===== config.mk =====
export PLATFORM = sky130hd
export DESIGN_NAME = mfps_div
export DESIGN_NICKNAME = d
export VERILOG_FILES = /design/src/rtl/core/metaball_field_palette_shader_assert.svh /design/src/rtl/core/mfps_pkg.sv /design/src/rtl/core/mfps_div.sv
export SDC_FILE = /design/constraint.sdc
export NUM_CORES = 2
export LEC_CHECK = 0
export BUFFER_PORTS_ARGS = -buffer_cell sky130_fd_sc_hd__buf_2
export CAP_MARGIN = 20
export CORE_MARGIN = 2
export CORE_UTILIZATION = 51
export DETAILED_ROUTE_END_ITERATION = 8
export GPL_TIMING_DRIVEN = 0
export PLACE_DENSITY = 0.68
export SYNTH_ARGS = -nofsm -noshare
export SYNTH_HDL_FRONTEND = slang
export SYNTH_SLANG_ARGS = --single-unit

===== constraint.sdc =====
create_clock -name clk -period 3.7 [get_ports clk]
set_input_delay 0.185 -clock clk [delete_from_list [all_inputs] [get_ports clk]]
set_output_delay 0.185 -clock clk [all_outputs]
set_load 0.005 [all_outputs]

===== src/rtl/core/metaball_field_palette_shader_assert.svh =====
// Assertion macros for the metaball shader RTL.
// Included by modules that carry concurrent checks; depends on clk and rst_n in scope.
`ifndef METABALL_FIELD_PALETTE_SHADER_ASSERT_SVH
`define METABALL_FIELD_PALETTE_SHADER_ASSERT_SVH
`ifndef SYNTHESIS
`define MFPS_ASSERT(lbl, prop, msg) \
  lbl: assert property (@(posedge clk) disable iff (!rst_n) prop) else $error(msg);
`define MFPS_NEVER(lbl, cond, msg) \
  lbl: assert property (@(posedge clk) disable iff (!rst_n) !(cond)) else $error(msg);
`else
`define MFPS_ASSERT(lbl, prop, msg)
`define MFPS_NEVER(lbl, cond, msg)
`endif
`endif


===== src/rtl/core/mfps_pkg.sv =====
// Shared types, constants and palette table for the metaball shader.
// No dependencies; used by every module of the block.
package mfps_pkg;

  localparam int MAX_BALLS     = 6;
  localparam int BALL_COUNT    = 6;
  localparam int PALETTE_COUNT = 4;

  localparam int COORD_W = 6;
  localparam int BALL_W  = 48;
  localparam int DX_W    = 17;
  localparam int SQ_W    = 32;
  localparam int D2_W    = 33;
  localparam int R2_W    = 16;
  localparam int TERM_W  = 21;
  localparam int SUM_W   = 22;
  localparam int VAL_W   = 11;
  localparam int OFF_W   = 9;
  localparam int NUM_W   = 17;
  localparam int RCP_W   = 18;
  localparam int RCP_SH  = 26;

  localparam int DIV_STAGES  = TERM_W;
  localparam int DIST_STAGES = 3;
  localparam int SHADE_STAGES = 7;
  localparam int LATENCY = DIST_STAGES + DIV_STAGES + SHADE_STAGES;

  localparam logic [D2_W-1:0]  D2_FLOOR   = D2_W'(104858);
  localparam logic [SUM_W-1:0] SUM_MAX    = {SUM_W{1'b1}};
  localparam logic [SUM_W-1:0] VAL_OFFSET = SUM_W'(307);
  localparam logic [VAL_W-1:0] VAL_ONE    = VAL_W'(1024);
  localparam logic [VAL_W-1:0] BREAK_A    = VAL_W'(338);
  localparam logic [VAL_W-1:0] BREAK_B    = VAL_W'(676);
  localparam int SPAN_A = 338;
  localparam int SPAN_B = 338;
  localparam int SPAN_C = 348;
  localparam logic [RCP_W-1:0] RCP_A = RCP_W'(((1 << RCP_SH) + SPAN_A - 1) / SPAN_A);
  localparam logic [RCP_W-1:0] RCP_B = RCP_W'(((1 << RCP_SH) + SPAN_B - 1) / SPAN_B);
  localparam logic [RCP_W-1:0] RCP_C = RCP_W'(((1 << RCP_SH) + SPAN_C - 1) / SPAN_C);

  // Register map
  localparam logic [2:0] REG_PALETTE = 3'd6;

  typedef enum logic [1:0] {
    SEG_A = 2'd0,
    SEG_B = 2'd1,
    SEG_C = 2'd2
  } seg_t;

  typedef struct packed {
    logic [D2_W-1:0] d2;
    logic [R2_W-1:0] r2;
  } ball_dist_t;

  // Palette table indexed {palette, stop, channel}; channel 3 unused
  localparam logic [7:0] PAL_ROM [64] = '{
    8'd20,  8'd0,   8'd5,   8'd0,  8'd180, 8'd20,  8'd0,   8'd0,
    8'd255, 8'd120, 8'd0,   8'd0,  8'd255, 8'd240, 8'd80,  8'd0,
    8'd5,   8'd0,   8'd30,  8'd0,  8'd0,   8'd40,  8'd180, 8'd0,
    8'd0,   8'd140, 8'd255, 8'd0,  8'd180, 8'd230, 8'd255, 8'd0,
    8'd0,   8'd15,  8'd5,   8'd0,  8'd0,   8'd120, 8'd20,  8'd0,
    8'd80,  8'd220, 8'd0,   8'd0,  8'd200, 8'd255, 8'd100, 8'd0,
    8'd15,  8'd0,   8'd25,  8'd0,  8'd120, 8'd0,   8'd160, 8'd0,
    8'd255, 8'd50,  8'd150, 8'd0,  8'd255, 8'd180, 8'd255, 8'd0
  };

  function automatic logic [7:0] pal_chan(input logic [1:0] pal, input logic [1:0] stop,
                                          input logic [1:0] ch);
    return PAL_ROM[{pal, stop, ch}];
  endfunction

  // Wrap a palette code into the populated range by repeated subtraction
  function automatic logic [1:0] pal_wrap(input logic [1:0] sel, input int count);
    logic [2:0] v;
    logic [2:0] c;
    v = {1'b0, sel};
    c = 3'(count);
    for (int i = 0; i < 3; i++) begin
      if (v >= c) v = v - c;
    end
    return v[1:0];
  endfunction

endpackage


===== src/rtl/core/mfps_div.sv =====
// Pipelined restoring divider: floor(r2 * 2^21 / d2), one quotient bit per stage.
// Depends on mfps_pkg.
module mfps_div (
  input  logic                           clk,
  input  logic                           en,
  input  mfps_pkg::ball_dist_t           bd,
  output logic [mfps_pkg::TERM_W-1:0]    term
);

  localparam int N = mfps_pkg::DIV_STAGES;
  localparam int W = mfps_pkg::D2_W;

  logic [W-1:0]                  rem_r [N];
  logic [W-1:0]                  dvs_r [N];
  logic [mfps_pkg::TERM_W-1:0]   q_r   [N];

  // Stage j yields quotient bit N-1-j; r2 < d2 so upper bits are zero
  for (genvar j = 0; j < N; j++) begin : g_step
    logic [W-1:0]                rem_in, dvs_in;
    logic [mfps_pkg::TERM_W-1:0] q_in;
    logic [W:0]                  sh;
    logic                        ge;
    if (j == 0) begin : g_first
      assign rem_in = W'(bd.r2);
      assign dvs_in = bd.d2;
      assign q_in   = '0;
    end else begin : g_next
      assign rem_in = rem_r[j-1];
      assign dvs_in = dvs_r[j-1];
      assign q_in   = q_r[j-1];
    end
    assign sh = {rem_in, 1'b0};
    assign ge = sh >= {1'b0, dvs_in};
    always_ff @(posedge clk) begin
      if (en) begin
        rem_r[j] <= ge ? W'(sh - {1'b0, dvs_in}) : sh[W-1:0];
        dvs_r[j] <= dvs_in;
        q_r[j]   <= {q_in[mfps_pkg::TERM_W-2:0], ge};
      end
    end
  end

  assign term = q_r[N-1];

endmodule


# Word level (Yosys, flattened, before mapping)
# Memories as Yosys holds them, arrays and structs flattened.
# Index checks and enable logic that the tools add are counted.
# word_totals
wordCells	68
register_bits	0
romBits	0
ramBits	1827
latch_bits	0
output_inout_bits	21
inputBits	51
mem_count	3
# op_classes
muxes	23
multipliers	0
div	0
n_reduce_logical	0
shifts	0
n_lt_le_gt_ge	21
n_addsub	21
bitwise	0
n_eq_ne	0
# mem_list
memory	depth	word_bits	read_ports	rd_clocked_by_memory_dff	wr	line_no	source
dvs_r	21	33	20	0	21	mfps_div.sv:14	logic [W-1:0] dvs_r [N];
rem_r	21	33	20	0	21	mfps_div.sv:13	logic [W-1:0] rem_r [N];
q_r	21	21	21	0	21	mfps_div.sv:15	logic [mfps_pkg::TERM_W-1:0] q_r [N];
# op_table
cell	count
two-way mux 33 bit	21
>= comparator 34 x 33 -> 1 bit	20
subtractor 33 bit	20
>= comparator 17 x 33 -> 1 bit	1
subtractor 17 x 33 -> 33 bit	1
two-way mux 1 bit	2

# Logic depth before layout (Yosys ltp)
# An unclocked memory read counts as a cell.
# depth
depth_word	3
mapped_depth	15
ltp_nobuf	13

# Worst setup path after synthesis
# Ideal clock, no wire load.
# synth_path
path_kind	register -> register
start	mem dvs_r[1][33] in the netlist's numbering
end	mem rem_r[1][74] in the netlist's numbering (data pin)
setup_time_ns	0.260
stages_incl_launch_ff	13
arrival_time_ns	3.444
path_buffers	1
setup_slack_ns	-0.004
synth_period_minus_slack_ns	3.704
required_ns	3.440
path_cell_list	edfxtp_1 > fa_1 > nand2b_1 > a211oi_1 > nor3_1 > o31a_1 > o21ai_2 > o21ai_1 > o31a_1 > a221o_1 > a21oi_4 > buf_4 > mux2_2
# synth_lines
element	line_no
start, declared	mfps_div.sv:14
end, declared	mfps_div.sv:13

==> flow_metrics.py <==
metrics = {
    "outcome": {
        "outcome": "finished, violations left",
        "violations": "negative setup slack",
    },
    "grt": {
        "grt_max_degree": 186,
        "overflow": 0,
        "grt_pass1_vias": 62280,
        "antenna_found_initial": 2,
        "grtUsageTotal_pct": 23.52,
        "grt_pass1_wl_um": 332500,
    },
    "synthesis": {
        "async_reset_ff_share_pct": 0,
        "synth_seq_cells": 1551,
        "synth-main-ff-cell": "edfxtp_1",
        "synth_area_mm2": 0.08912,
        "synth-edff-count": 1551,
        "netlist_instances": 7856,
        "synth-seq-area-share_pct": 52.26,
        "avgSynthCellArea_um2": 11.34,
        "ys_types": 88,
        "synth_nets": 8603,
        "synthesis.yosys.warnings": 0,
    },
    "worst_setup_path": {
        "crit_required_ns": 4.23,
        "cp_cell_sequence": "fa_2, nand2b_4, a211oi_4, nor3_2, o31a_1, o21ai_2, o21ai_4, o31a_1, a221o_1, a21oi_4, buf_12, buf_16, mux2_4",
        "endpoint_kind": "flop",
        "cp.arrival_ns": 4.32,
        "start_kind": "flop",
        "crit_fanout": 7,
        "critPathKind": "flop to flop",
        "worst_path_max_delay_cell": "edfxtp_1",
        "cp_slowest_stage_delay_ns": 0.43,
        "cpMostUsedCell": "o31a_1",
    },
    "floorplanning": {
        "core_mm2": 0.1738,
        "rows": 153,
        "initial_utilization_pct": 51.27,
        "die_h_um": 422.0,
        "fp.dieArea_mm2": 0.1781,
        "die_w_um": 422.0,
        "pin_count": 72,
    },
    "cells_and_area": {
        "final_cell_area_mm2": 0.1030,
        "layout-drive-gt1-share_pct": 14.82,
        "num_antenna_cells": 0,
        "syn2layout_area_growth_pct": 15.61,
        "layout_commonest_cell": "edfxtp_1",
        "final_cell_mix": "edfxtp_1 (1551), inv_1 (813), a21oi_1 (690)",
        "nets": 9082,
    },
    "sta": {
        "drv_slew": 0,
        "fin_skew_ns": 0.06049,
        "min_period_ns": 3.786,
        "max_freq_mhz": 264.1,
        "rsz0062_at_grt": "true",
        "setup_violations": 46,
        "max-slew-margin-rel_pct": 27.05,
        "finalHoldViolCount": 0,
        "max_slew.worst_pin.slew_ns": 1.094,
        "setup_ws_ns": -0.08647,
        "totalNegativeSetupSlack_ns": -1.799,
        "post-route-period-util_pct": 102.3,
    },
    "placement": {
        "gp_congestion": 0.9311,
        "dp_slack_ns": -1.423,
        "port_buffers": 71,
        "postPlaceCellArea_mm2": 0.09277,
        "dp_hpwl_um": 159600,
    },
    "power": {
        "leakage_uw": 0.04241,
        "p_per_area_mw_per_mm2": 904.0,
        "power_uw": 93130,
        "peakVddDrop_uv": 580.4,
    },
    "drt": {
        "drt-pass1-iter-count": 6,
        "via_per_inst": 5.666,
        "routed_wl_um": 214800,
        "vias": 61160,
        "drc": 0,
        "initialDrtViolationCount": 4122,
        "wl_per_cell_um": 19.90,
        "ant_nets": 0,
    },
    "job": {
        "maxCapViolCount": 0,
    },
    "clock_tree": {
        "insertion_delay_ns": 0.84,
        "cts.clk_slew.worst_paths_ns": 0.06,
        "cts_buffers": 169,
        "cts.htree.levels": 4,
        "clock-sinks": 1551,
        "clk_path_buf_depth": 3,
        "cts_tree": "yes",
        "clock-root-buffer": "clkbuf_16",
    },
    "min_path": {
        "hp-class": "input pin to flop",
    },
}
layer usage:
metal / vias to the layer above / routed length, µm / track usage, %
met2: 1368 / 115100 / 44.65
met3: 593 / 6732 / 2.890
li1: 29790 / - / -
met4: 2 / 13910 / 14.48
met5: - / 13 / 0
met1: 29410 / 79130 / 24.47
critical path: cells and delay by family (launching register included):
kind / cells / cell delay (ns)
flops: 1 / 0.43
compound gates: 7 / 1.76
simple gates: 2 / 0.25
buf+inv: 2 / 0.32
fa+ha+maj: 1 / 0.40
mux: 1 / 0.32
path summary, 6_finish.rpt:
check	from	to	slack, ns	cells past startpoint
setup / recovery	dvs_r[1][33]	rem_r[1][96]	-0.09	13
hold / removal	bd[17]	dvs_r[0][1]	0.08	2
setup reg to reg	dvs_r[1][33]	rem_r[1][96]	-0.09	13
hold reg to reg	q_r[4][47]	q_r[4][69]	0.41	0
metrics by stage:
step           instances  util [%]  hold WS, ns
2_1_floorplan       7856         -       0.2839
3_3_place_gp       10250     53.15       0.3780
3_5_place_dp       10270     53.37       0.3781
4_1_cts            10700     58.15      -0.1031
5_1_grt            10790     59.27      0.04790
6_report           10790     59.27      0.07795
registers in the layout, indices dropped and copies added (netlist names):
signal and flops:
dvs_r 660, rem_r 660, q_r 231
logic make-up after synthesis:
logic type	after synthesis	share of synthesized area (%)
buffers and inverters	1011	4.341
and+or+nand+nor	1574	8.531
adders and majority gates	696	9.940
muxes	375	4.712
AOI/OAI and AO/OA	2098	14.80
xor gates and xnor gates	551	5.415
DFF	1551	52.26
what timing repair did:
item,4_1_cts,5_1_grt
pin swaps,79,117
cloned,1,9
setup endpoints to repair,636,566
buffers inserted,70,90
hold endpoints to repair,178,68
gates resized for setup,388,282
hold buffers,52,4
cells in the mapped netlist (18+ instances only):
cell type / instances / share of area (%)
o211ai_1: 26 / 0.22
o31ai_1: 45 / 0.38
a31oi_1: 69 / 0.48
and3_1: 58 / 0.41
nand4_1: 95 / 0.67
clkbuf_1: 141 / 0.59
a211o_1: 19 / 0.19
a21o_1: 344 / 2.9
a21oi_1: 732 / 4.1
inv_1: 825 / 3.5
mux2_2: 330 / 4.2
nand2b_1: 96 / 0.67
o21ai_0: 396 / 2.2
nand3_1: 122 / 0.69
edfxtp_1: 1551 / 52
xor2_1: 189 / 1.9
a21boi_0: 32 / 0.27
a211oi_1: 39 / 0.33
o21bai_1: 101 / 0.85
mux2i_1: 19 / 0.21
and2_1: 33 / 0.23
xnor2_1: 362 / 3.6
buf_2: 29 / 0.16
and4_1: 20 / 0.20
mux2_1: 26 / 0.33
o21a_1: 102 / 0.86
o31a_1: 18 / 0.18
nor2_1: 448 / 1.9
nor3_1: 92 / 0.52
ha_1: 676 / 9.5
nand2_1: 392 / 1.7
fa_1: 20 / 0.45
nor2b_1: 111 / 0.78
or2_2: 31 / 0.22
area by class of cell:
class | count | area, µm²
Fill cell | 13970 | 70790
Sequential cell | 1551 | 46570
Multi-Input combinational cell | 5294 | 40640
Clock buffer | 193 | 4319
Inverter | 826 | 3104
Tap cell | 2325 | 2909
Timing Repair Buffer | 313 | 2853
Clock inverter | 112 | 1349
Buffer | 180 | 1276
power by group:
| group | switching, µW | internal, µW | leakage (µW) | total, µW |
|---|---|---|---|---|
| Combinational | 25200 | 21900 | 0.0245 | 47100 |
| Clock | 7190 | 9880 | 0.00274 | 17100 |
| Sequential | 2680 | 26300 | 0.0151 | 29000 |
Power figures use the tool's default switching activity.
