$ cat config.mk
export PLATFORM = sky130hd
export DESIGN_NAME = mfps_dist
export DESIGN_NICKNAME = d
export VERILOG_FILES = /design/src/rtl/core/metaball_field_palette_shader_assert.svh /design/src/rtl/core/mfps_pkg.sv /design/src/rtl/core/mfps_dist.sv
export SDC_FILE = /design/constraint.sdc
export NUM_CORES = 2
export LEC_CHECK = 0
export ABC_CLOCK_PERIOD_IN_PS = 9100
export BUFFER_PORTS_ARGS = -buffer_cell sky130_fd_sc_hd__buf_2
export CAP_MARGIN = 20
export CORE_MARGIN = 2
export CORE_UTILIZATION = 50
export CTS_BUF_LIST = sky130_fd_sc_hd__clkbuf_8
export DETAILED_ROUTE_END_ITERATION = 10
export GPL_TIMING_DRIVEN = 0
export PLACE_DENSITY_LB_ADDON = 0.12
export SLEW_MARGIN = 5
export SYNTH_ARGS = -nofsm -noshare
export SYNTH_HDL_FRONTEND = slang
export SYNTH_SLANG_ARGS = --single-unit
$ cat constraint.sdc
create_clock -name clk -period 9.1 [get_ports clk]
set_input_delay 0.91 -clock clk [delete_from_list [all_inputs] [get_ports clk]]
set_output_delay 0.91 -clock clk [all_outputs]
set_load 0.02 [all_outputs]
$ cat src/rtl/core/metaball_field_palette_shader_assert.svh
// Assertion macros for the metaball shader RTL.
// Included by modules that carry concurrent checks; depends on clk and rst_n in scope.
`ifndef METABALL_FIELD_PALETTE_SHADER_ASSERT_SVH
`define METABALL_FIELD_PALETTE_SHADER_ASSERT_SVH
`ifndef SYNTHESIS
`define MFPS_ASSERT(lbl, prop, msg) \
  lbl: assert property (@(posedge clk) disable iff (!rst_n) prop) else $error(msg);
`define MFPS_NEVER(lbl, cond, msg) \
  lbl: assert property (@(posedge clk) disable iff (!rst_n) !(cond)) else $error(msg);
`else
`define MFPS_ASSERT(lbl, prop, msg)
`define MFPS_NEVER(lbl, cond, msg)
`endif
`endif

$ cat src/rtl/core/mfps_pkg.sv
// Shared types, constants and palette table for the metaball shader.
// No dependencies; used by every module of the block.
package mfps_pkg;

  localparam int MAX_BALLS     = 6;
  localparam int BALL_COUNT    = 6;
  localparam int PALETTE_COUNT = 4;

  localparam int COORD_W = 6;
  localparam int BALL_W  = 48;
  localparam int DX_W    = 17;
  localparam int SQ_W    = 32;
  localparam int D2_W    = 33;
  localparam int R2_W    = 16;
  localparam int TERM_W  = 21;
  localparam int SUM_W   = 22;
  localparam int VAL_W   = 11;
  localparam int OFF_W   = 9;
  localparam int NUM_W   = 17;
  localparam int RCP_W   = 18;
  localparam int RCP_SH  = 26;

  localparam int DIV_STAGES  = TERM_W;
  localparam int DIST_STAGES = 3;
  localparam int SHADE_STAGES = 7;
  localparam int LATENCY = DIST_STAGES + DIV_STAGES + SHADE_STAGES;

  localparam logic [D2_W-1:0]  D2_FLOOR   = D2_W'(104858);
  localparam logic [SUM_W-1:0] SUM_MAX    = {SUM_W{1'b1}};
  localparam logic [SUM_W-1:0] VAL_OFFSET = SUM_W'(307);
  localparam logic [VAL_W-1:0] VAL_ONE    = VAL_W'(1024);
  localparam logic [VAL_W-1:0] BREAK_A    = VAL_W'(338);
  localparam logic [VAL_W-1:0] BREAK_B    = VAL_W'(676);
  localparam int SPAN_A = 338;
  localparam int SPAN_B = 338;
  localparam int SPAN_C = 348;
  localparam logic [RCP_W-1:0] RCP_A = RCP_W'(((1 << RCP_SH) + SPAN_A - 1) / SPAN_A);
  localparam logic [RCP_W-1:0] RCP_B = RCP_W'(((1 << RCP_SH) + SPAN_B - 1) / SPAN_B);
  localparam logic [RCP_W-1:0] RCP_C = RCP_W'(((1 << RCP_SH) + SPAN_C - 1) / SPAN_C);

  // Register map
  localparam logic [2:0] REG_PALETTE = 3'd6;

  typedef enum logic [1:0] {
    SEG_A = 2'd0,
    SEG_B = 2'd1,
    SEG_C = 2'd2
  } seg_t;

  typedef struct packed {
    logic [D2_W-1:0] d2;
    logic [R2_W-1:0] r2;
  } ball_dist_t;

  // Palette table indexed {palette, stop, channel}; channel 3 unused
  localparam logic [7:0] PAL_ROM [64] = '{
    8'd20,  8'd0,   8'd5,   8'd0,  8'd180, 8'd20,  8'd0,   8'd0,
    8'd255, 8'd120, 8'd0,   8'd0,  8'd255, 8'd240, 8'd80,  8'd0,
    8'd5,   8'd0,   8'd30,  8'd0,  8'd0,   8'd40,  8'd180, 8'd0,
    8'd0,   8'd140, 8'd255, 8'd0,  8'd180, 8'd230, 8'd255, 8'd0,
    8'd0,   8'd15,  8'd5,   8'd0,  8'd0,   8'd120, 8'd20,  8'd0,
    8'd80,  8'd220, 8'd0,   8'd0,  8'd200, 8'd255, 8'd100, 8'd0,
    8'd15,  8'd0,   8'd25,  8'd0,  8'd120, 8'd0,   8'd160, 8'd0,
    8'd255, 8'd50,  8'd150, 8'd0,  8'd255, 8'd180, 8'd255, 8'd0
  };

  function automatic logic [7:0] pal_chan(input logic [1:0] pal, input logic [1:0] stop,
                                          input logic [1:0] ch);
    return PAL_ROM[{pal, stop, ch}];
  endfunction

  // Wrap a palette code into the populated range by repeated subtraction
  function automatic logic [1:0] pal_wrap(input logic [1:0] sel, input int count);
    logic [2:0] v;
    logic [2:0] c;
    v = {1'b0, sel};
    c = 3'(count);
    for (int i = 0; i < 3; i++) begin
      if (v >= c) v = v - c;
    end
    return v[1:0];
  endfunction

endpackage

$ cat src/rtl/core/mfps_dist.sv
// Squared distance from pixel to one ball, three register stages.
// Depends on mfps_pkg.
module mfps_dist (
  input  logic                            clk,
  input  logic                            en,
  input  logic [mfps_pkg::COORD_W-1:0]    px,
  input  logic [mfps_pkg::COORD_W-1:0]    py,
  input  logic [mfps_pkg::BALL_W-1:0]     ball,
  output mfps_pkg::ball_dist_t            bd
);

  logic signed [mfps_pkg::DX_W-1:0] dx_r, dy_r;
  logic [mfps_pkg::R2_W-1:0]        r2_a_r, r2_b_r, r2_c_r;
  logic [mfps_pkg::SQ_W-1:0]        sx_r, sy_r;
  logic [mfps_pkg::D2_W-1:0]        d2_r;
  logic signed [2*mfps_pkg::DX_W-1:0] sqx, sqy;
  logic [mfps_pkg::D2_W-1:0]        d2_sum;

  assign sqx    = dx_r * dx_r;
  assign sqy    = dy_r * dy_r;
  assign d2_sum = {1'b0, sx_r} + {1'b0, sy_r};

  // Offsets, squares, then floored sum
  always_ff @(posedge clk) begin
    if (en) begin
      dx_r   <= $signed({1'b0, px, 10'b0}) - $signed({1'b0, ball[15:0]});
      dy_r   <= $signed({1'b0, py, 10'b0}) - $signed({1'b0, ball[31:16]});
      r2_a_r <= ball[47:32];
      sx_r   <= sqx[mfps_pkg::SQ_W-1:0];
      sy_r   <= sqy[mfps_pkg::SQ_W-1:0];
      r2_b_r <= r2_a_r;
      d2_r   <= (d2_sum < mfps_pkg::D2_FLOOR) ? mfps_pkg::D2_FLOOR : d2_sum;
      r2_c_r <= r2_b_r;
    end
  end

  assign bd.d2 = d2_r;
  assign bd.r2 = r2_c_r;

endmodule

After elaboration in Yosys (flattened, before gate mapping) --
Index checks and enable logic that the tools add are counted.
Word-level totals: output and inout port bits 49, bits in registers 179, bits of input ports 62
Cells by class: $mul 2, add/subtract/negate cells 3, order comparisons 1
Operator list (count):
- $mul A17 B17 Y32 | 2
- $sub A16 B16 Y17 | 2
- $add A32 B32 Y33 | 1
- $lt A33 B17 Y1 const B | 1

Logic depth before layout (Yosys ltp) --
depth after elaboration 2, gate-level depth with buffers 25

Worst setup path before layout --
No wires, ideal clock.
kind reg-to-reg, start point register dy_r[5] (netlist bit), end point register sy_r[31] (netlist bit) (data pin), cell stages (with the launch flop) 25, slack 2.613 ns, setup time 0.262 ns, data arrival time 6.225 ns, period minus slack after synthesis 6.487 ns, buffers on the path 2, cells stage by stage edfxtp_1 > clkbuf_1 > clkbuf_1 > nand2_1 > fa_1 > inv_1 > fa_1 > inv_1 > fa_1 > inv_1 > fa_1 > fa_1 > inv_1 > fa_1 > inv_1 > ha_1 > a21o_1 > a21o_1 > a211oi_1 > nand2b_1 > o221ai_1 > o41ai_1 > o2111ai_1 > a21oi_1 > xor2_1
Between the ends: cells in the longest elaborated chain, start to end 1
RTL lines:
- from (decl) | RTL line mfps_dist.sv:12 | logic signed [mfps_pkg::DX_W-1:0] dx_r, dy_r;
- from (signal assigned) | RTL line mfps_dist.sv:27 | dy_r <= $signed({1'b0, py, 10'b0}) - $signed({1'b0, ball[31:16]});
- $mul A17 B17 Y32 | RTL line mfps_dist.sv:20 | assign sqy = dy_r * dy_r;
- named net sqy (one bit) | RTL line mfps_dist.sv:16 | logic signed [2*mfps_pkg::DX_W-1:0] sqx, sqy;
- to (signal assigned) | RTL line mfps_dist.sv:30 | sy_r <= sqy[mfps_pkg::SQ_W-1:0];
- to (decl) | RTL line mfps_dist.sv:14 | logic [mfps_pkg::SQ_W-1:0] sx_r, sy_r;
The timed path passes the listed nets, and every way through them passes these cells. A chain may end at the register's enable or synchronous reset.

Final worst setup path --
Same ends and word-level chain as after synthesis.

==> implementation parameters <==
Parameter                              Value

Outcome
  Run status ... completed

Yosys
  Net count after synthesis ... 3425
  Number of enable flip-flop cells after synthesis ... 177
  List of most frequent post-synthesis cells ... sky130_fd_sc_hd__inv_1, sky130_fd_sc_hd__fa_1, sky130_fd_sc_hd__ha_1
  Ys async rst share ... 0
  Avg Synthesized Cell Area ... 10.3 um2
  Top-area cell type share of the netlist area ... 0.378
  Most frequently used cell type in the post-synthesis netlist ... sky130_fd_sc_hd__inv_1
  Post-synth top flop ... sky130_fd_sc_hd__edfxtp_1
  Flops & latches, synth ... 177
  Leading post-synthesis cells by cell area ... sky130_fd_sc_hd__fa_1, sky130_fd_sc_hd__edfxtp_1, sky130_fd_sc_hd__ha_1, sky130_fd_sc_hd__inv_1, sky130_fd_sc_hd__xnor2_1
  Cell count after synthesis ... 2636
  Portion of the post-synthesis area used by sequential elements ... 0.196
  Distinct cell type count after synthesis ... 73
  Cell Area, Synth ... 27100 um2
  Count of warnings emitted by yosys ... 0
  Largest area contributor in the netlist ... sky130_fd_sc_hd__fa_1

Setup path
  Startpoint Class ... register
  CP Capture Type ... register
  Reg2Reg Capture Point ... sy_r[31]
  Logic depth of the worst register-to-register path ... 24
  Crit-path most repeated cell ... sky130_fd_sc_hd__fa_1
  Launching point of the worst reg2reg path ... dy_r[5]
  Crit Path Category ... register to register
  Cells along the critical path ... clkbuf_1, clkbuf_1, nand2_1, fa_1, inv_1, fa_1, inv_1, fa_1, inv_1, fa_1, fa_1, inv_1, fa_1, inv_1, ha_1, and4_1, a21boi_0, a211oi_1, nand2b_1, o221ai_1, o41ai_1, o2111ai_1, a21oi_1, xor2_1
  Critical path's slowest cell ... sky130_fd_sc_hd__o41ai_1
  Critical Path End ... sy_r[31]
  Data required time of the critical path ... 9.42 ns
  Peak fanout along the critical path ... 10
  Reg2reg setup slack ... 1.32 ns
  Critical path startpoint ... dy_r[5]
  Arr. time, crit path ... 8.10 ns
  CP max stage delay ... 0.62 ns

Timing
  Relative slew slack ... 0.359
  Final worst setup slack ... 1.32 ns
  Setup TNS ... 0 ns
  Count of endpoints failing hold in the final timing report ... 0
  Peak Freq ... 129 MHz
  Share of the cycle needed by the critical path after routing ... 0.855
  Setup skew after layout ... 0.0262 ns
  RSZ-0062 raised after global routing ... no
  Minimum clock period after layout ... 7.78 ns
  Setup violators final ... 0
  Actual slew at the worst max-slew pin ... 0.952 ns
  Final max-slew violation count ... 0
  Worst Hold Margin ... 0.427 ns

Clocking
  Clock Tree Root ... sky130_fd_sc_hd__clkbuf_8
  Clock latency at the later pin of the worst-skew pair ... 0.57 ns
  CTS Buffer Depth ... 2
  Post-CTS setup buffers ... 0
  Total number of H-tree levels ... 4
  Clock tree from TritonCTS ... built
  Inserted Clock Buffers ... 17
  Hold_buf cts ... 0
  Sink Count ... 177
  Clock slew at the register clock pins of the worst setup and hold paths ... 0.13 ns
  Number of cells upsized or downsized after cts ... 0

Placement
  IO Port Bufs ... 110
  Cell total after placement ... 3443
  Final estimated routing congestion in global placement ... 0.880
  Placed wire-length estimate after detailed placement ... 50.1 mm
  Setup slack after placement ... 1.36 ns

Die
  Initial Utilization ... 0.504
  Die ar. ... 56000 um2
  X dimension of the die ... 237 um
  IO Pins ... 111
  Std-Cell Rows ... 85
  Placeable core region ... 53700 um2
  Die boundary height ... 237 um

Route
  Via count ... 18282
  Remaining routing DRC violations ... 0
  Iter 0 DRT Violations ... 1131
  Number of nets with antenna violations after routing ... 0
  Routed wire length per instance ... 17.1 um
  Aggregate routed wire length ... 59.4 mm
  Drt via density ... 5.26
  TritonRoute pass-1 iters ... 7

Finish
  Final cell count without fillers ... 3476
  Final net count ... 3555
  Multi-input gate area in the final layout ... 18900 um2
  Area taken by flip-flops and latches ... 5320 um2
  Layout overhead on the synthesized area ... 7.08%
  Fraction of final layout cells with drive strength greater than 1 ... 0.0648
  Fill cells ... 4854

Run
  Number of maximum-capacitance violations ... 0

GRT
  Largest net degree at the start of global routing ... 91
  Antenna violations before repair ... 1
  Wire length of the first global-routing pass ... 98.4 mm
  Global router's overall resource usage ... 0.227
  Number of global-route vias before repair ... 19614
  Gr ovfl total ... 0

Hold path
  Path class of the lowest-slack min-delay path ... register to register
## stage by stage
stage | util | cell area, um2
final | 0.540 | 29000
after floorplan | - | 27100
after global placement | 0.531 | 28500
after detailed placement | 0.531 | 28500
after global routing | 0.540 | 29000
after CTS | 0.540 | 29000
## logic make-up (layout without fill, tap and decap cells)
logic type / Yosys count / count (layout) / share of synthesized area
buffers and inverters: 763 / 906 / 0.106
adder cells (fa/ha/maj): 727 / 727 / 0.478
AND/OR/NAND/NOR: 536 / 536 / 0.0977
multiplexers: 4 / 4 / 0.00162
other: 0 / 1 / 0
AO/OA/AOI/OAI: 285 / 285 / 0.0738
flip-flops: 177 / 177 / 0.196
XOR/XNOR: 144 / 144 / 0.0466
## critical path, delay by kind of cell, from the launching register on
family | cells | cell delay, ns
and+or+nand+nor | 3 | 0.58
DFF | 1 | 0.40
AOI/OAI and AO/OA | 6 | 1.84
xor gates and xnor gates | 1 | 0.09
buffers and inverters | 7 | 1.32
adders and majority gates | 7 | 3.31
## area by class of cell
| type | instances | share of cell area |
|---|---|---|
| clock buffers | 17 | 0.00807 |
| flip-flops and latches | 177 | 0.183 |
| inverters | 698 | 0.0903 |
| diodes | 1 | 0.0000863 |
| well taps | 696 | 0.0300 |
| plain buffers | 65 | 0.00889 |
| multi-input cells | 1696 | 0.652 |
| repair buffers | 111 | 0.0203 |
| clock inverters | 15 | 0.00751 |
## registers in the layout, indices dropped and copies added (netlist names)
| signal | count |
|---|---|
| r2_a_r | 16 |
| r2_b_r | 16 |
| d2_r | 33 |
| r2_c_r | 16 |
| dx_r | 17 |
| dy_r | 17 |
| sx_r | 31 |
| sy_r | 31 |
## worst min-delay path by stage
stage | slack (ns) | start | depth (start not counted) | end
after floorplan | 0.40 | r2_a_r[0] | 0 | r2_b_r[0]
after detailed placement | 0.40 | r2_b_r[4] | 0 | r2_c_r[4]
final | 0.43 | r2_b_r[4] | 0 | r2_c_r[4]
after CTS | 0.43 | r2_b_r[4] | 0 | r2_c_r[4]
after global placement | 0.40 | r2_b_r[10] | 0 | r2_c_r[10]
after global routing | 0.43 | r2_b_r[4] | 0 | r2_c_r[4]
## cells in the final DEF, fill, tap and decap left out, types with 12 or more instances in the layout
| master | synthesis | final |
|---|---|---|
| sky130_fd_sc_hd__a21oi_1 | 82 | 82 |
| sky130_fd_sc_hd__o21bai_1 | 18 | 18 |
| sky130_fd_sc_hd__ha_1 | 215 | 215 |
| sky130_fd_sc_hd__and2_1 | 106 | 106 |
| sky130_fd_sc_hd__edfxtp_1 | 177 | 177 |
| sky130_fd_sc_hd__clkbuf_8 | 0 | 17 |
| sky130_fd_sc_hd__nand3_1 | 15 | 15 |
| sky130_fd_sc_hd__inv_1 | 695 | 695 |
| sky130_fd_sc_hd__xnor2_1 | 105 | 105 |
| sky130_fd_sc_hd__o21ai_0 | 29 | 29 |
| sky130_fd_sc_hd__fa_1 | 512 | 512 |
| sky130_fd_sc_hd__buf_2 | 4 | 113 |
| sky130_fd_sc_hd__nor3_1 | 23 | 22 |
| sky130_fd_sc_hd__a21o_1 | 46 | 46 |
| sky130_fd_sc_hd__nand2b_1 | 14 | 14 |
| sky130_fd_sc_hd__nor2_1 | 101 | 101 |
| sky130_fd_sc_hd__nor2b_1 | 28 | 28 |
| sky130_fd_sc_hd__o21a_1 | 12 | 12 |
| sky130_fd_sc_hd__clkbuf_1 | 57 | 57 |
| sky130_fd_sc_hd__xor2_1 | 39 | 39 |
| sky130_fd_sc_hd__nand2_1 | 195 | 195 |
## layer usage
| metal | vias to the layer above | track usage | wire, um |
|---|---|---|---|
| li1 | 8392 | - | - |
| met1 | 9325 | 0.308 | 25900 |
| met2 | 476 | 0.369 | 28600 |
| met3 | 89 | 0.0441 | 3440 |
| met4 | 0 | 0.0723 | 1490 |
| met5 | - | 0 | 0 |
Power is not shown: default switching activity piles up to over one toggle a cycle in this logic, so the estimate is an artifact.
