[src/rtl/core/metaball_field_palette_shader_assert.svh]
// Assertion macros for the metaball shader RTL.
// Included by modules that carry concurrent checks; depends on clk and rst_n in scope.
`ifndef METABALL_FIELD_PALETTE_SHADER_ASSERT_SVH
`define METABALL_FIELD_PALETTE_SHADER_ASSERT_SVH
`ifndef SYNTHESIS
`define MFPS_ASSERT(lbl, prop, msg) \
  lbl: assert property (@(posedge clk) disable iff (!rst_n) prop) else $error(msg);
`define MFPS_NEVER(lbl, cond, msg) \
  lbl: assert property (@(posedge clk) disable iff (!rst_n) !(cond)) else $error(msg);
`else
`define MFPS_ASSERT(lbl, prop, msg)
`define MFPS_NEVER(lbl, cond, msg)
`endif
`endif

[src/rtl/core/mfps_pkg.sv]
// Shared types, constants and palette table for the metaball shader.
// No dependencies; used by every module of the block.
package mfps_pkg;

  localparam int MAX_BALLS     = 6;
  localparam int BALL_COUNT    = 6;
  localparam int PALETTE_COUNT = 4;

  localparam int COORD_W = 6;
  localparam int BALL_W  = 48;
  localparam int DX_W    = 17;
  localparam int SQ_W    = 32;
  localparam int D2_W    = 33;
  localparam int R2_W    = 16;
  localparam int TERM_W  = 21;
  localparam int SUM_W   = 22;
  localparam int VAL_W   = 11;
  localparam int OFF_W   = 9;
  localparam int NUM_W   = 17;
  localparam int RCP_W   = 18;
  localparam int RCP_SH  = 26;

  localparam int DIV_STAGES  = TERM_W;
  localparam int DIST_STAGES = 3;
  localparam int SHADE_STAGES = 7;
  localparam int LATENCY = DIST_STAGES + DIV_STAGES + SHADE_STAGES;

  localparam logic [D2_W-1:0]  D2_FLOOR   = D2_W'(104858);
  localparam logic [SUM_W-1:0] SUM_MAX    = {SUM_W{1'b1}};
  localparam logic [SUM_W-1:0] VAL_OFFSET = SUM_W'(307);
  localparam logic [VAL_W-1:0] VAL_ONE    = VAL_W'(1024);
  localparam logic [VAL_W-1:0] BREAK_A    = VAL_W'(338);
  localparam logic [VAL_W-1:0] BREAK_B    = VAL_W'(676);
  localparam int SPAN_A = 338;
  localparam int SPAN_B = 338;
  localparam int SPAN_C = 348;
  localparam logic [RCP_W-1:0] RCP_A = RCP_W'(((1 << RCP_SH) + SPAN_A - 1) / SPAN_A);
  localparam logic [RCP_W-1:0] RCP_B = RCP_W'(((1 << RCP_SH) + SPAN_B - 1) / SPAN_B);
  localparam logic [RCP_W-1:0] RCP_C = RCP_W'(((1 << RCP_SH) + SPAN_C - 1) / SPAN_C);

  // Register map
  localparam logic [2:0] REG_PALETTE = 3'd6;

  typedef enum logic [1:0] {
    SEG_A = 2'd0,
    SEG_B = 2'd1,
    SEG_C = 2'd2
  } seg_t;

  typedef struct packed {
    logic [D2_W-1:0] d2;
    logic [R2_W-1:0] r2;
  } ball_dist_t;

  // Palette table indexed {palette, stop, channel}; channel 3 unused
  localparam logic [7:0] PAL_ROM [64] = '{
    8'd20,  8'd0,   8'd5,   8'd0,  8'd180, 8'd20,  8'd0,   8'd0,
    8'd255, 8'd120, 8'd0,   8'd0,  8'd255, 8'd240, 8'd80,  8'd0,
    8'd5,   8'd0,   8'd30,  8'd0,  8'd0,   8'd40,  8'd180, 8'd0,
    8'd0,   8'd140, 8'd255, 8'd0,  8'd180, 8'd230, 8'd255, 8'd0,
    8'd0,   8'd15,  8'd5,   8'd0,  8'd0,   8'd120, 8'd20,  8'd0,
    8'd80,  8'd220, 8'd0,   8'd0,  8'd200, 8'd255, 8'd100, 8'd0,
    8'd15,  8'd0,   8'd25,  8'd0,  8'd120, 8'd0,   8'd160, 8'd0,
    8'd255, 8'd50,  8'd150, 8'd0,  8'd255, 8'd180, 8'd255, 8'd0
  };

  function automatic logic [7:0] pal_chan(input logic [1:0] pal, input logic [1:0] stop,
                                          input logic [1:0] ch);
    return PAL_ROM[{pal, stop, ch}];
  endfunction

  // Wrap a palette code into the populated range by repeated subtraction
  function automatic logic [1:0] pal_wrap(input logic [1:0] sel, input int count);
    logic [2:0] v;
    logic [2:0] c;
    v = {1'b0, sel};
    c = 3'(count);
    for (int i = 0; i < 3; i++) begin
      if (v >= c) v = v - c;
    end
    return v[1:0];
  endfunction

endpackage

[src/rtl/core/mfps_shade.sv]
// Field sum, value mapping, gradient blend and RGB565 packing, seven stages.
// Depends on mfps_pkg.
module mfps_shade (
  input  logic                                               clk,
  input  logic                                               en,
  input  logic [mfps_pkg::MAX_BALLS-1:0][mfps_pkg::TERM_W-1:0] terms,
  input  logic [1:0]                                         pal,
  output logic [15:0]                                        pixel
);

  logic [mfps_pkg::SUM_W-1:0]  p0_r, p1_r, p2_r, sum_r;
  logic [mfps_pkg::VAL_W-1:0]  val_r;
  mfps_pkg::seg_t              seg_k_r, seg_n_r;
  logic [mfps_pkg::OFF_W-1:0]  off_r;
  logic [7:0]                  lo_r [3];
  logic [7:0]                  hi_r [3];
  logic [mfps_pkg::NUM_W-1:0]  num_r [3];
  logic [mfps_pkg::NUM_W+mfps_pkg::RCP_W-1:0] prod_r [3];
  logic [15:0]                 pixel_r;

  logic [mfps_pkg::SUM_W+1:0]  tot;
  logic [mfps_pkg::SUM_W-1:0]  vdiff;
  logic [mfps_pkg::VAL_W-1:0]  val_nxt;
  mfps_pkg::seg_t              seg_nxt;
  logic [mfps_pkg::VAL_W-1:0]  off_nxt;
  logic [8:0]                  wid;
  logic [mfps_pkg::RCP_W-1:0]  rcp;
  logic [7:0]                  ch [3];

  // Sum saturates once at the end: all terms are non-negative
  assign tot = {2'b0, p0_r} + {2'b0, p1_r} + {2'b0, p2_r};

  // Map sum to val in 0..1024
  assign vdiff = sum_r - mfps_pkg::VAL_OFFSET;
  always_comb begin
    if (sum_r <= mfps_pkg::VAL_OFFSET) val_nxt = '0;
    else if (vdiff[mfps_pkg::SUM_W-1:1] > {10'b0, mfps_pkg::VAL_ONE}) val_nxt = mfps_pkg::VAL_ONE;
    else val_nxt = vdiff[mfps_pkg::VAL_W:1];
  end

  // Pick the gradient span
  always_comb begin
    if (val_r < mfps_pkg::BREAK_A) begin
      seg_nxt = mfps_pkg::SEG_A;
      off_nxt = val_r;
    end else if (val_r < mfps_pkg::BREAK_B) begin
      seg_nxt = mfps_pkg::SEG_B;
      off_nxt = val_r - mfps_pkg::BREAK_A;
    end else begin
      seg_nxt = mfps_pkg::SEG_C;
      off_nxt = val_r - mfps_pkg::BREAK_B;
    end
  end

  always_comb begin
    case (seg_k_r)
      mfps_pkg::SEG_A: wid = 9'(mfps_pkg::SPAN_A);
      mfps_pkg::SEG_B: wid = 9'(mfps_pkg::SPAN_B);
      default:         wid = 9'(mfps_pkg::SPAN_C);
    endcase
    case (seg_n_r)
      mfps_pkg::SEG_A: rcp = mfps_pkg::RCP_A;
      mfps_pkg::SEG_B: rcp = mfps_pkg::RCP_B;
      default:         rcp = mfps_pkg::RCP_C;
    endcase
  end

  always_ff @(posedge clk) begin
    if (en) begin
      p0_r    <= {1'b0, terms[0]} + {1'b0, terms[1]};
      p1_r    <= {1'b0, terms[2]} + {1'b0, terms[3]};
      p2_r    <= {1'b0, terms[4]} + {1'b0, terms[5]};
      sum_r   <= (tot > {2'b0, mfps_pkg::SUM_MAX}) ? mfps_pkg::SUM_MAX
                                                    : tot[mfps_pkg::SUM_W-1:0];
      val_r   <= val_nxt;
      seg_k_r <= seg_nxt;
      off_r   <= off_nxt[mfps_pkg::OFF_W-1:0];
      seg_n_r <= seg_k_r;
      pixel_r <= {ch[0][7:3], ch[1][7:2], ch[2][7:3]};
    end
  end

  // Per channel: stop lookup, blend numerator, reciprocal multiply
  for (genvar c = 0; c < 3; c++) begin : g_ch
    logic signed [8:0]  diff;
    logic signed [18:0] part;
    logic [16:0]        base;
    logic signed [18:0] num;
    assign diff = $signed({1'b0, hi_r[c]}) - $signed({1'b0, lo_r[c]});
    assign part = diff * $signed({1'b0, off_r});
    assign base = lo_r[c] * wid;
    assign num  = $signed({2'b0, base}) + part;
    assign ch[c] = prod_r[c][mfps_pkg::RCP_SH +: 8];
    always_ff @(posedge clk) begin
      if (en) begin
        lo_r[c]   <= mfps_pkg::pal_chan(pal, seg_nxt, 2'(c));
        hi_r[c]   <= mfps_pkg::pal_chan(pal, 2'(seg_nxt) + 2'd1, 2'(c));
        num_r[c]  <= num[mfps_pkg::NUM_W-1:0];
        prod_r[c] <= num_r[c] * rcp;
      end
    end
  end

  assign pixel = pixel_r;

endmodule

[config.mk]
export PLATFORM = sky130hd
export DESIGN_NAME = mfps_shade
export DESIGN_NICKNAME = d
export VERILOG_FILES = /design/src/rtl/core/metaball_field_palette_shader_assert.svh /design/src/rtl/core/mfps_pkg.sv /design/src/rtl/core/mfps_shade.sv
export SDC_FILE = /design/constraint.sdc
export NUM_CORES = 2
export LEC_CHECK = 0
export BUFFER_PORTS_ARGS = -buffer_cell sky130_fd_sc_hd__buf_2
export CAP_MARGIN = 20
export CORE_AREA = 2 2 323 325
export CTS_BUF_LIST = sky130_fd_sc_hd__clkbuf_16
export CTS_CLUSTER_SIZE = 40
export DETAILED_ROUTE_END_ITERATION = 8
export DIE_AREA = 0 0 325 327
export PLACE_DENSITY_LB_ADDON = 0.3
export SLEW_MARGIN = 20
export SYNTH_ARGS = -nofsm -noshare
export SYNTH_HDL_FRONTEND = slang
export SYNTH_SLANG_ARGS = --single-unit
export TNS_END_PERCENT = 100
[constraint.sdc]
create_clock -name clk -period 10.7 [get_ports clk]
set_input_delay 2.675 -clock clk [delete_from_list [all_inputs] [get_ports clk]]
set_output_delay 2.675 -clock clk [all_outputs]
set_load 0.03 [all_outputs]
# Yosys cells after proc, flatten, opt, wreduce, memory -nomap -nowiden
# Memories as Yosys holds them, arrays and structs flattened. A register that Yosys moved wholly into a read port is not among the register bits.
# Cells that the tools add are included.
[classes] muxes=21 addsub=15 n_eq_ne=2 div_mod_pow=0 n_reduce_logical=5 order_cmp=11 shift=0 n_bitwise=6 mul=9
[op_table] op="multiplier 17 x 18 -> 35 bit" n=3
[op_table] op="two-way mux 8 bit" n=12
[op_table] op="adder 21 x 21 -> 22 bit" n=3
[op_table] op="adder 17 bit" n=3
[op_table] op="multiplier 8 x 9 -> 17 bit" n=3
[op_table] op="multiplier 9 x 10 -> 17 bit" n=3
[op_table] op="greater-or-equal comparator 7 bit, second input constant" n=6
[op_table] op="NOT 6 -> 7 bit" n=6
[op_table] op="subtractor 8 x 8 -> 9 bit" n=3
[op_table] op="adder 23 x 22 -> 24 bit" n=1
[op_table] op="greater-than comparator 24 x 22 -> 1 bit, second input constant" n=1
[op_table] op="adder 22 x 22 -> 23 bit" n=1
[op_table] op="less-or-equal comparator 22 x 9 -> 1 bit, second input constant" n=1
[op_table] op="subtractor 22 x 9 -> 22 bit, second input constant" n=1
[op_table] op="greater-than comparator 21 x 11 -> 1 bit, second input constant" n=1
[op_table] op="two-way mux 9 bit" n=2
[op_table] op="two-way mux 17 bit" n=1
[op_table] op="less-than comparator 11 x 10 -> 1 bit, second input constant" n=1
[op_table] op="less-than comparator 11 x 9 -> 1 bit, second input constant" n=1
[op_table] op="two-way mux 11 bit" n=1
[op_table] op="subtractor 9 x 8 -> 9 bit, second input constant" n=1
[op_table] op="subtractor 9 bit, second input constant" n=1
[op_table] op="OR reduction 2 bit" n=3
[op_table] op="equality test 2 x 1 -> 1 bit, second input constant" n=2
[op_table] op="5 further kinds" n=8
[word_totals] elab_cells=88 mem_bits_ro=3072 latchBits=0 n_memories=10 reg_bits=112 ram_bits=204
[mem_list] name="(name not given)" words=64 word_bits=8 rd=1 rd_clocked_by_memory_dff=0 wr=0 line="mfps_pkg.sv:69" text="return PAL_ROM[{pal, stop, ch}];"
[mem_list] name="(name not given)" words=64 word_bits=8 rd=1 rd_clocked_by_memory_dff=0 wr=0 line="mfps_pkg.sv:69"
[mem_list] name="(name not given)" words=64 word_bits=8 rd=1 rd_clocked_by_memory_dff=0 wr=0 line="mfps_pkg.sv:69"
[mem_list] name="(name not given)" words=64 word_bits=8 rd=1 rd_clocked_by_memory_dff=0 wr=0 line="mfps_pkg.sv:69"
[mem_list] name="(name not given)" words=64 word_bits=8 rd=1 rd_clocked_by_memory_dff=0 wr=0 line="mfps_pkg.sv:69"
[mem_list] name="(name not given)" words=64 word_bits=8 rd=1 rd_clocked_by_memory_dff=0 wr=0 line="mfps_pkg.sv:69"
[mem_list] name="+4 memories"

# Depth between registers and ports, before layout
[depth] depth_word=8 depth_mapped=29 mapped_depth_nobuf=29

# Worst setup path after synthesis
# OpenSTA, ideal clock, no wires.
[synth_timing] path_kind="flip-flop to flip-flop" from="mem lo_r[1][1] (netlist: lo_r[0][9])" to="mem num_r[0][33] (netlist name), data pin" stages_incl_launch_ff=26 path_slack_ps=3627 t_arrival_ps=6807 required_time_ps=10434 setup_time_ps=266 synth_period_minus_slack_ps=7073 path_cell_list="edfxtp_1 > inv_1 > ha_1 > nor2b_1 > o21ai_0 > a21boi_0 > o21ai_0 > a21boi_0 > o21ai_0 > a21boi_1 > or3b_2 > fa_1 > fa_1 > inv_1 > fa_1 > fa_1 > fa_1 > fa_1 > ha_1 > nor3_1 > o21ai_0 > a31oi_1 > o21ai_0 > a2111oi_0 > o41ai_1 > xnor2_1"
[synth_rtl] element="from (decl)" line="mfps_shade.sv:15" text="logic [7:0] lo_r [3];"
[synth_rtl] element="to (decl)" line="mfps_shade.sv:17" text="logic [mfps_pkg::NUM_W-1:0] num_r [3];"

==> run_results.csv <==
group,metric,value,unit
yosys,synth-compound-area-share,0.0680,
sta,worstMarginPinSlew,1040,ps
clocking,cts_resized,0,
yosys,synth_area_leader_cell,"fa_1",
yosys,ys_ff_latch,241,
sta,maxSlewViolCount,0,
drt,drtPass1Iterations,5,
global_routing,grt_util_all_layers,0.192,
sta,setup_tns,0,ps
global_routing,overflow,0,
place,routabilityCongestion,0.908,
clocking,postCtsHoldBufs,0,
drt,post-route-drc-count,0,
yosys,synthAdderAreaFrac,0.545,
clocking,tritoncts,"done",
sta,rsz0062_at_grt,"false",
yosys,synth_area_leaders,"fa_1 36%, ha_1 19%, edfxtp_1 16%, inv_1 9.0%, xnor2_1 2.2%",
critical_path,cp-start-kind,"register",
floorplan,die_width,325,um
yosys,synth_cells,4467,
drt,initialDrtViolationCount,1201,
final_layout,area_growth,8.07,%
clocking,clockBufferDepth,3,
worst_hold_path,worstHoldPathType,"reg -> reg",
critical_path,worstReg2RegStart,"lo_r[0][9]",
clocking,clockRootBuffer,"clkbuf_16",
floorplan,fp.dieArea,106000,um2
clocking,worstSkewPairLatency,600,ps
sta,setup_viol,0,
yosys,yosys-top-cells-count,"1105 x inv_1, 815 x fa_1, 699 x ha_1",
floorplan,start_util,0.446,
drt,routed_wl,97200,um
yosys,synth.area.mux_share,0.00112,
drt,wl_per_cell,16.0,um
final_layout,multi_input_area,34500,um2
critical_path,path_max_fanout,9,
critical_path,path_class,"reg -> reg",
critical_path,startpoint,"lo_r[0][9]",
yosys,avgSynthCellArea,10.3,um2
sta,post-route-period-util,0.739,
critical_path,crit_required,11030,ps
yosys,synth-simple-area-share,0.0997,
global_routing,grt_pass1_vias,32170,
global_routing,antenna_found_initial,1,
critical_path,worstPathArrival,8230,ps
place,detailed_place_hpwl,83500,um
floorplan,fp.dieH,327,um
clocking,cts.htree.levels,2,
final_layout,nFillCells,9570,
worst_hold_path,hp-start,"prod_r[0][30]",
yosys,synth_top_family_by_area,"adder cells",
yosys,yosysUniqueCellTypes,81,
drt,vias,29884,
yosys,yosysMostFrequentCell,"inv_1",
clocking,cts_setup_buffers,0,
sta,post-route-min-period,7900,ps
final_layout,drive_gt1_frac,0.0586,
yosys,synthFlopType,"edfxtp_1",
outcome,status,"finished, final reports clean",
yosys,synth-xor-area-share,0.0307,
sta,relSlewSlack,0.304,
yosys,ys_seq_area_frac,0.158,
final_layout,layout.nets,6310,
yosys,async_reset_ff_frac,0,
run,max_cap_violations,0,
place,io_buffers,145,
clocking,clock_sinks,241,
drt,ant_nets,0,
critical_path,crit_path_end_kind,"register",
sta,skew,36.2,ps
clocking,cts.clk_slew.worst_paths,60,ps
yosys,yosysTopAreaCellShare,0.355,
sta,hold_viol,0,
yosys,syn-cell-area,45900,um2
global_routing,grt_max_degree,160,
sta,fmax,0.127,GHz
drt,viasPerCell,4.92,
clocking,cts_buffers,35,
final_layout,seq_area,7240,um2
floorplan,rows,118,
floorplan,io_pins,146,
final_layout,n_antenna_cell,0,
floorplan,core_area,103000,um2
yosys,synth_edf_count,241,
yosys,ys_warn_count,0,
global_routing,grt_pass1_wl,164000,um
[logic make-up (layout without fill, tap and decap cells)]
family / after synthesis / after routing
buffers and inverters: 1185 / 1329
and+or+nand+nor: 878 / 878
other: 2 / 84
xor gates and xnor gates: 161 / 161
AOI/OAI and AO/OA: 481 / 481
adders and majority gates: 1514 / 1514
muxes: 5 / 5
DFF: 241 / 241
[state kept, by name, summed over array words and instances, names as in the netlist, 22 cells and up]
signal,flops
hi_r,24
lo_r,24
num_r,51
p0_r,22
p1_r,22
p2_r,22
sum_r,22
[per-layer routing]
metal,vias to the layer above,global-route usage,wire (um)
met4,2,0.0431,1970
met5,-,0,13
li1,14443,-,-
met3,106,0.0211,3440
met1,14818,0.258,43800
met2,515,0.335,48000
[area by class of cell]
type                            count  share of cell area
Multi-Input combinational cell   3123               0.696
Sequential cell                   241               0.146
Inverter                         1106              0.0836
Tap cell                         1380              0.0348
Clock buffer                       35              0.0176
Timing Repair Buffer              159              0.0172
Clock inverter                     29             0.00537
[critical path, cell delays in order (launching register included)]
cell	delay (ps)
edfxtp_1	520
inv_1	110
ha_1	270
nor2b_1	130
o21ai_0	210
a21boi_0	160
o21ai_0	240
a21boi_0	150
o21ai_0	240
a21boi_1	220
or3b_2	530
fa_1	500
fa_1	490
inv_1	50
fa_1	500
fa_1	430
fa_1	510
fa_1	430
ha_1	250
nor3_1	190
o21ai_0	120
a31oi_1	300
o21ai_0	160
a2111oi_0	550
o41ai_1	190
xnor2_1	150
[cell usage in the layout (no fill, tap or decap), types with 9 or more instances in the layout]
cell | Yosys | layout
xnor2_1 | 116 | 116
nor2b_1 | 65 | 65
xor2_1 | 45 | 45
a2111oi_0 | 9 | 9
buf_2 | 4 | 144
buf_4 | 0 | 13
edfxtp_1 | 241 | 241
and2_1 | 148 | 148
a21oi_1 | 131 | 131
o211ai_1 | 12 | 12
inv_1 | 1105 | 1112
nor3b_1 | 17 | 17
o31ai_1 | 9 | 9
o21bai_1 | 30 | 30
fa_1 | 815 | 815
conb_1 | 2 | 84
o21a_1 | 25 | 25
o21ai_0 | 100 | 100
a211oi_1 | 17 | 17
nand3_1 | 32 | 32
nor2_1 | 154 | 154
a31oi_1 | 17 | 17
a21o_1 | 41 | 41
or3_1 | 18 | 18
a21boi_0 | 16 | 16
and3_1 | 13 | 13
or2_2 | 34 | 34
nand2_1 | 210 | 210
nand2b_1 | 97 | 97
nor3_1 | 50 | 50
ha_1 | 699 | 699
clkbuf_16 | 0 | 35
or3b_2 | 9 | 9
[worst paths after layout]
| kind | to | slack [ps] | depth (start not counted) |
|---|---|---|---|
| setup / recovery | num_r[0][33] | 2800 | 25 |
| hold / removal | pixel[12] | 420 | 0 |
| setup reg to reg | num_r[0][33] | 2800 | 25 |
| hold reg to reg | pixel[12] | 420 | 0 |
[per-stage QoR]
stage | setup WS [ps] | util | area (um2) | hold WS [ps] | cells
after floorplan | 3630 | - | 46300 | 400 | 4549
after global placement | 3070 | 0.471 | 48500 | 402 | 6009
after detailed placement | 2920 | 0.471 | 48500 | 405 | 6009
after CTS | 2880 | 0.483 | 49700 | 416 | 6073
after global routing | 2030 | 0.483 | 49700 | 419 | 6073
final | 2800 | 0.483 | 49700 | 416 | 6073
Power is left out: the tool's default activity adds up to more than one toggle a clock period on the data nets, which glitch-free logic cannot reach.
